[config.mk]
export PLATFORM = sky130hd
export DESIGN_NAME = frame_pacer_with_gap_classifier
export DESIGN_NICKNAME = d
export VERILOG_FILES = /design/src/rtl/core/fgc_pkg.sv /design/src/rtl/core/fgc_cell.sv /design/src/rtl/core/frame_pacer_with_gap_classifier.sv
export SDC_FILE = /design/constraint.sdc
export NUM_CORES = 2
export LEC_CHECK = 0
export CAP_MARGIN = 25
export CORE_MARGIN = 2
export CORE_UTILIZATION = 50
export DETAILED_ROUTE_END_ITERATION = 8
export DONT_BUFFER_PORTS = 1
export GPL_ROUTABILITY_DRIVEN = 0
export PLACE_DENSITY = 0.67
export SLEW_MARGIN = 0
export SYNTH_ARGS = -nofsm -noshare
export SYNTH_HDL_FRONTEND = slang
export SYNTH_SLANG_ARGS = --single-unit
[constraint.sdc]
create_clock -name clk -period 76.3 [get_ports clk]
set_input_delay 19.075 -clock clk [delete_from_list [all_inputs] [get_ports clk]]
set_output_delay 19.075 -clock clk [all_outputs]
set_load 0.05 [all_outputs]
[src/rtl/core/fgc_pkg.sv]
// Shared constants and types for the frame pacer with gap classifier.
`default_nettype none
package fgc_pkg;

	localparam int TIME_W     = 48;
	localparam int HIST_DEPTH = 32;
	localparam int CNT_W      = (HIST_DEPTH > 1) ? $clog2(HIST_DEPTH) : 1;
	localparam int CFG_IDX_W  = 8;
	localparam int OUT_DATA_W = 3 * TIME_W;

	localparam logic [CFG_IDX_W-1:0] REG_PERIOD = CFG_IDX_W'(0);
	localparam logic [CFG_IDX_W-1:0] REG_STALL  = CFG_IDX_W'(1);

	localparam logic [TIME_W-1:0] STALL_RESET = TIME_W'(1000000);

	typedef struct packed {
		logic              valid;
		logic [TIME_W-1:0] value;
	} cell_t;

	typedef enum logic [3:0] {
		ST_IDLE,
		ST_GAP,
		ST_GAP2,
		ST_INS,
		ST_SCAN,
		ST_CLS,
		ST_H1,
		ST_H2,
		ST_H3,
		ST_H4,
		ST_FIN
	} state_t;

endpackage
`default_nettype wire

[src/rtl/core/fgc_cell.sv]
// One history cell: a stored gap with its valid bit, shifted from its neighbor.
`default_nettype none
module fgc_cell (
	input  wire logic          clk,
	input  wire logic          arst_n,
	input  wire logic          shift,
	input  wire fgc_pkg::cell_t d,
	output fgc_pkg::cell_t     q
);

	logic                      valid_q;
	logic [fgc_pkg::TIME_W-1:0] value_q;

	always_ff @(posedge clk or negedge arst_n) begin
		if (!arst_n) begin
			valid_q <= 1'b0;
		end else if (shift) begin
			valid_q <= d.valid;
		end
	end

	always_ff @(posedge clk) begin
		if (shift) begin
			value_q <= d.value;
		end
	end

	assign q.valid = valid_q;
	assign q.value = value_q;

endmodule
`default_nettype wire

[src/rtl/core/frame_pacer_with_gap_classifier.sv]
// Top level: gap measurement, history chain scan, deadline pacing, output register.
// Each event passes gap measurement, history insert, a scan that rotates the whole 32-cell chain,
// classification, the deadline steps when paced with a nonzero period (a late check only once a
// deadline exists) and the output register; a new event is taken only after the last one is there.
// The input is taken again while the previous result still waits in the output register.
// Reset: arst_n clears control state, history valid bits and config to period 0, stall 1000000.
`default_nettype none
module frame_pacer_with_gap_classifier (
	input  wire logic                               clk,
	input  wire logic                               arst_n,
	input  wire logic                               cfg_valid,
	output logic                                    cfg_ready,
	input  wire logic [fgc_pkg::CFG_IDX_W-1:0]      cfg_index,
	input  wire logic [fgc_pkg::TIME_W-1:0]         cfg_data,
	input  wire logic                               s_tvalid,
	output logic                                    s_tready,
	input  wire logic [fgc_pkg::TIME_W-1:0]         s_tdata,  // event_time
	output logic                                    m_tvalid,
	input  wire logic                               m_tready,
	output logic [fgc_pkg::OUT_DATA_W-1:0]          m_tdata,  // wait_ticks, release_time, client_gap
	output logic                                    m_tuser   // paced
);

	localparam int TW = fgc_pkg::TIME_W;
	localparam int HD = fgc_pkg::HIST_DEPTH;
	localparam int CW = fgc_pkg::CNT_W;

	fgc_pkg::state_t state_q, state_d;

	logic [TW-1:0] period_q, stall_q;
	logic [TW-1:0] now_q, last_event_q, last_wait_q, gap_q, max_q, wait_q, dl_q;
	logic [TW:0]   d1_q;
	logic [TW-1:0] late_q;
	logic          seen_q, dl_valid_q, late_pos_q, paced_q;
	logic [CW-1:0] cnt_q;
	logic          out_valid_q, out_paced_q;
	logic [TW-1:0] out_wait_q, out_rel_q, out_gap_q;

	fgc_pkg::cell_t cell_d [HD];
	fgc_pkg::cell_t cell_q [HD];
	logic           shift;
	logic           insert;

	logic [TW:0]   sub_a;
	logic [TW:0]   sub_b;
	logic [TW:0]   sub_c;
	logic [TW-1:0] half_up;
	logic [TW+1:0] period_x4;
	logic          out_free;

	assign cfg_ready = 1'b1;
	assign s_tready  = (state_q == fgc_pkg::ST_IDLE);
	assign out_free  = !out_valid_q || m_tready;

	assign sub_a     = {1'b0, now_q} - {1'b0, last_event_q};
	assign sub_b     = d1_q - {1'b0, last_wait_q};
	assign sub_c     = {1'b0, now_q} - {1'b0, dl_q};
	assign insert    = (gap_q != '0) && (gap_q < stall_q);
	assign half_up   = (max_q >> 1) + {{(TW-1){1'b0}}, max_q[0]};
	assign period_x4 = {period_q, 2'b00};

	assign shift = (state_q == fgc_pkg::ST_SCAN) || (state_q == fgc_pkg::ST_INS && insert);

	assign cell_d[0] = (state_q == fgc_pkg::ST_SCAN) ? cell_q[HD-1] : {1'b1, gap_q};

	genvar gi;
	generate
		for (gi = 0; gi < HD; gi++) begin : g_chain
			if (gi > 0) begin : g_link
				assign cell_d[gi] = cell_q[gi-1];
			end
			fgc_cell u_cell (
				.clk    (clk),
				.arst_n (arst_n),
				.shift  (shift),
				.d      (cell_d[gi]),
				.q      (cell_q[gi])
			);
		end
	endgenerate

	always_ff @(posedge clk or negedge arst_n) begin
		if (!arst_n) begin
			state_q <= fgc_pkg::ST_IDLE;
		end else begin
			state_q <= state_d;
		end
	end

	always_comb begin
		state_d = state_q;
		unique case (state_q)
			fgc_pkg::ST_IDLE: begin
				if (s_tvalid) state_d = fgc_pkg::ST_GAP;
			end
			fgc_pkg::ST_GAP:  state_d = fgc_pkg::ST_GAP2;
			fgc_pkg::ST_GAP2: state_d = fgc_pkg::ST_INS;
			fgc_pkg::ST_INS:  state_d = fgc_pkg::ST_SCAN;
			fgc_pkg::ST_SCAN: begin
				if (cnt_q == CW'(HD - 1)) state_d = fgc_pkg::ST_CLS;
			end
			fgc_pkg::ST_CLS: begin
				if (((max_q == '0) || (gap_q >= half_up)) && (period_q != '0)) begin
					state_d = fgc_pkg::ST_H1;
				end else begin
					state_d = fgc_pkg::ST_FIN;
				end
			end
			fgc_pkg::ST_H1: begin
				state_d = dl_valid_q ? fgc_pkg::ST_H2 : fgc_pkg::ST_H3;
			end
			fgc_pkg::ST_H2:   state_d = fgc_pkg::ST_H3;
			fgc_pkg::ST_H3:   state_d = fgc_pkg::ST_H4;
			fgc_pkg::ST_H4:   state_d = fgc_pkg::ST_FIN;
			fgc_pkg::ST_FIN: begin
				if (out_free) state_d = fgc_pkg::ST_IDLE;
			end
			default:          state_d = fgc_pkg::ST_IDLE;
		endcase
	end

	always_ff @(posedge clk or negedge arst_n) begin
		if (!arst_n) begin
			period_q    <= '0;
			stall_q     <= fgc_pkg::STALL_RESET;
			seen_q      <= 1'b0;
			dl_valid_q  <= 1'b0;
			out_valid_q <= 1'b0;
			cnt_q       <= '0;
		end else begin
			if (cfg_valid) begin
				if (cfg_index == fgc_pkg::REG_PERIOD) period_q <= cfg_data;
				if (cfg_index == fgc_pkg::REG_STALL)  stall_q  <= cfg_data;
			end
			if (state_q == fgc_pkg::ST_FIN && out_free) begin
				out_valid_q <= 1'b1;
			end else if (m_tready) begin
				out_valid_q <= 1'b0;
			end
			unique case (state_q)
				fgc_pkg::ST_GAP2: seen_q <= 1'b1;
				fgc_pkg::ST_INS:  cnt_q <= '0;
				fgc_pkg::ST_SCAN: cnt_q <= cnt_q + CW'(1);
				fgc_pkg::ST_H2:   dl_valid_q <= 1'b1;
				fgc_pkg::ST_H1: begin
					if (!dl_valid_q) dl_valid_q <= 1'b1;
				end
				default: begin
				end
			endcase
		end
	end

	always_ff @(posedge clk) begin
		unique case (state_q)
			fgc_pkg::ST_IDLE: begin
				if (s_tvalid) now_q <= s_tdata;
			end
			fgc_pkg::ST_GAP: d1_q <= sub_a;
			fgc_pkg::ST_GAP2: begin
				if (seen_q && !d1_q[TW] && !sub_b[TW]) begin
					gap_q <= sub_b[TW-1:0];
				end else begin
					gap_q <= '0;
				end
				last_event_q <= now_q;
			end
			fgc_pkg::ST_INS: max_q <= '0;
			fgc_pkg::ST_SCAN: begin
				if (cell_q[HD-1].valid && (cell_q[HD-1].value > max_q)) begin
					max_q <= cell_q[HD-1].value;
				end
			end
			fgc_pkg::ST_CLS: begin
				paced_q <= (max_q == '0) || (gap_q >= half_up);
				wait_q  <= '0;
			end
			fgc_pkg::ST_H1: begin
				if (!dl_valid_q) begin
					dl_q <= now_q;
				end else begin
					late_q     <= sub_c[TW-1:0];
					late_pos_q <= !sub_c[TW] && (sub_c[TW-1:0] != '0);
				end
			end
			fgc_pkg::ST_H2: begin
				if (late_pos_q && ({2'b00, late_q} > period_x4)) dl_q <= now_q;
			end
			fgc_pkg::ST_H3: begin
				if (dl_q > now_q) wait_q <= dl_q - now_q;
			end
			fgc_pkg::ST_H4: dl_q <= dl_q + period_q;
			fgc_pkg::ST_FIN: begin
				if (out_free) begin
					out_paced_q <= paced_q;
					out_wait_q  <= wait_q;
					out_rel_q   <= now_q + wait_q;
					out_gap_q   <= gap_q;
					last_wait_q <= wait_q;
				end
			end
			default: begin
			end
		endcase
	end

	assign m_tvalid = out_valid_q;
	assign m_tuser  = out_paced_q;
	assign m_tdata  = {out_gap_q, out_rel_q, out_wait_q};

endmodule
`default_nettype wire

==> run_results.csv <==
group,metric,value,unit
logic_synthesis,synth-seq-area-share,0.721,
setup_path,crit_buf_inv,1,
setup_path,cp-end-kind,"output pin",
clock_network,cts_setup_buffers,0,
setup_path,r2r-start,"gap_q[17]$_SDFFCE_PN0P_",
setup_path,reg2reg_depth,17,
logic_synthesis,synth_top_cell_by_area,"edfxtp_1",
global_route,grt_overflow,0,
detailed_routing,post_drt_via_cell_ratio,5.73,
job,maxCapViolations,0,
setup_path,cp_num_cells,2,
logic_synthesis,synthTopCellsByArea,"edfxtp_1 68%, ha_1 6.6%, dfrtp_1 3.7%",
clock_network,htree_levels,4,
clock_network,path_clk_slew,60,ps
floorplanning,start_util,0.503,
setup_path,cpPeakStageDelay,560,ps
floorplanning,core_area,181000,um^2
detailed_routing,vias,49900,
finish,num-fill-cells,14100,
detailed_routing,finalWirelength,203,mm
floorplanning,ios,257,
setup_path,critPathSlowestCell,"dfrtp_1",
setup_path,critical_path_class,"flip-flop to output pin",
finish,final_core_util,0.559,
setup_path,cp-endpoint,"s_tready",
setup_path,crit_arrival,1980,ps
sta,fin_crit_sh,0.276,
global_route,grt_pass1_wl,300,mm
power_and_ir_drop,p_leak,37.5,nW
clock_network,clock_latency,860,ps
clock_network,cts_buffers,213,
sta,fin_crit,21050,ps
setup_path,crit_start,"state_q[1]$_DFFE_PN0P_",
min_path,hold_class,"flip-flop to flip-flop",
sta,finClkSkew,53.4,ps
power_and_ir_drop,power_density,38.0,nW/um^2
logic_synthesis,synth_nets,6614,
logic_synthesis,synth_top_flop_cell,"edfxtp_1",
logic_synthesis,ys_types,82,
setup_path,critical-path-top-delay-family,"flip-flops",
detailed_routing,wl_per_cell,23.3,um
logic_synthesis,yosysWarningCount,0,
detailed_routing,postRouteAntennaNets,0,
finish,drive_above_1_share,0.0798,
finish,final_common_cell,"edfxtp_1",
power_and_ir_drop,ir_drop,0.0000321,V
global_route,grt_pass1_vias,48800,
sta,finalSetupTns,0,ps
clock_network,cts.path.max_buffers,3,
logic_synthesis,netlist_area,90900,um^2
finish,nets,6737,
sta,rsz0062_at_grt,"false",
power_and_ir_drop,power.share.combinational,0.202,
floorplanning,die_h,430,um
setup_path,regToRegSetupSlack,68220,ps
clock_network,cts_resized,0,
setup_path,r2r-end,"g_chain[0].u_cell.value_q[3]$_DFFE_PP_",
sta,finalHoldViolCount,0,
place,place_hpwl,143,mm
clock_network,hold_buffers,0,
sta,fmax,47.5,MHz
power_and_ir_drop,switchingPower,1.17,mW
floorplanning,die_area,185000,um^2
floorplanning,fp-row-count,156,
logic_synthesis,avgSynthCellArea,15.1,um^2
finish,register_area,65600,um^2
clock_network,cts_tree,"built",
finish,area_growth_syn_to_layout,11.2,%
finish,final_cell_mix,"2068 x edfxtp_1, 480 x ha_1, 429 x inv_1",
detailed_routing,drt_iter0_markers,4901,
clock_network,cts_root_buffer,"clkbuf_16",
power_and_ir_drop,clkPwrFrac,0.276,
logic_synthesis,synth_async_sr_flop_share,0.0634,
sta,relSlewSlack,0.212,
setup_path,start_kind,"flip-flop",
power_and_ir_drop,p_sw_frac,0.304,
power_and_ir_drop,seq_power_share,0.522,
place,port-buffer-count,0,
power_and_ir_drop,intPower,2.67,mW
detailed_routing,route.detailed.drc,0,
setup_path,cp_max_fo,16,
floorplanning,die_w,430,um
setup_path,worstPathRequired,57220,ps
logic_synthesis,ys_ff_latch,2208,
logic_synthesis,syn_inst,6019,
sta,worstMarginPinSlew,1150,ps
sta,setup_viol,0,
setup_path,critical_path.cell_chain,"nor4_2 -> buf_4",
global_route,grtUsageTotal,0.216,
logic_synthesis,synth_edf_count,2068,
sta,finalMaxSlewViolations,0,
clock_network,cts.sinks,2208,
finish,multi_input_area,23300,um^2
global_route,antenna_found_initial,6,
detailed_routing,firstDrtPassIters,6,
global_route,grt_max_degree,210,
logic_synthesis,netlist.area_leader.share,0.683,
run_status,status,"finished, final reports clean",
[cells in the mapped netlist, drive strengths merged, types with 9 or more instances]
cell type and number:
xor2 105, nor2 258, nand4 106, nand3 73, or3 16, o2111ai 10, nor3 69, nand2b 60
o211ai 18, a221oi 9, o21a 49, inv 430, ha 480, and3 77, a21oi 335, buf 30
and2 17, dfrtp 133, clkbuf 113, nor2b 71, nor3b 15, o22ai 10, a2111oi 15, mux2 82
o221ai 11, a21boi 17, edfxtp 2068, a21o 274, o21ai 294, a211oi 33, nand2 289, o21bai 46
o31ai 26, nor4 52, xnor2 181, a31oi 27
[sequential cells by signal, summed over array words and instances, names as in the netlist, 4 cells and up]
register                count
cnt_q                       5
d1_q                       49
dl_q                       48
g_chain.u_cell.valid_q     32
g_chain.u_cell.value_q   1536
gap_q                      48
last_event_q               48
late_q                     48
max_q                      48
now_q                      48
out_gap_q                  48
out_rel_q                  48
out_wait_q                 48
period_q                   48
stall_q                    48
state_q                     4
wait_q                     48
[power by group through the flow]
| stage | clock [mW] | sequential [mW] | combinational, mW |
|---|---|---|---|
| 2_1_floorplan | 0 | 2.44 | 0.544 |
| 3_3_place_gp | 0 | 2.02 | 0.745 |
| 3_5_place_dp | 0 | 2.02 | 0.765 |
| 4_1_cts | 1.09 | 2.01 | 0.769 |
| 5_1_grt | 1.13 | 2.03 | 0.851 |
| 6_report | 1.06 | 2.00 | 0.774 |
[worst min path at each step]
| stage | end | depth (start not counted) | start | slack, ps |
|---|---|---|---|---|
| floorplan | g_chain[10].u_cell.value_q[0]$_DFFE_PP_ | 0 | g_chain[9].u_cell.value_q[0]$_DFFE_PP_ | 400 |
| global placement | g_chain[5].u_cell.value_q[46]$_DFFE_PP_ | 0 | g_chain[4].u_cell.value_q[46]$_DFFE_PP_ | 400 |
| detailed placement | g_chain[10].u_cell.value_q[22]$_DFFE_PP_ | 0 | g_chain[9].u_cell.value_q[22]$_DFFE_PP_ | 400 |
| CTS | g_chain[25].u_cell.value_q[7]$_DFFE_PP_ | 0 | g_chain[24].u_cell.value_q[7]$_DFFE_PP_ | 390 |
| global route | g_chain[10].u_cell.value_q[6]$_DFFE_PP_ | 0 | g_chain[9].u_cell.value_q[6]$_DFFE_PP_ | 390 |
| finish | g_chain[25].u_cell.value_q[7]$_DFFE_PP_ | 0 | g_chain[24].u_cell.value_q[7]$_DFFE_PP_ | 390 |
[metrics by stage]
step	power (mW)	cells	setup slack, ps	hold WS [ps]	cell area [um^2]
6_report	3.84	8706	55250	388	101000
5_1_grt	4.01	8697	55180	392	101000
4_1_cts	3.86	8697	55210	386	101000
3_5_place_dp	2.79	8297	54960	405	94000
3_3_place_gp	2.76	8295	54740	400	93900
2_1_floorplan	2.98	6019	42410	400	90900
[cells by family (layout without fill, tap and decap cells)]
kind of cell / Yosys count / in the layout / synth area share
and+or+nand+nor: 1144 / 1144 / 0.0628
muxes: 87 / 87 / 0.0107
adders and majority gates: 486 / 486 / 0.0674
xor gates and xnor gates: 286 / 286 / 0.0275
DFF: 2208 / 2208 / 0.721
buffers and inverters: 573 / 881 / 0.0241
other: 1 / 10 / 0.0000412
AOI/OAI and AO/OA: 1234 / 1234 / 0.0860
[cell type report]
| type | count | share of cell area |
|---|---|---|
| Clock inverter | 137 | 0.0148 |
| Inverter | 430 | 0.0160 |
| Antenna cell | 9 | 0.000223 |
| Clock buffer | 263 | 0.0558 |
| Sequential cell | 2208 | 0.649 |
| Multi-Input combinational cell | 3238 | 0.230 |
| Tap cell | 2370 | 0.0293 |
| Timing Repair Buffer | 51 | 0.00468 |
[routing by layer]
layer | wire length, um | vias up | global-route usage | share of wire
li1 | - | 22900 | - | -
met1 | 85800 | 24800 | 0.291 | 0.42
met2 | 92600 | 1697 | 0.338 | 0.46
met3 | 11500 | 495 | 0.0329 | 0.057
met4 | 12800 | 2 | 0.125 | 0.063
met5 | 12 | - | 0 | 0.000059
Power figures use the tool's default switching activity.
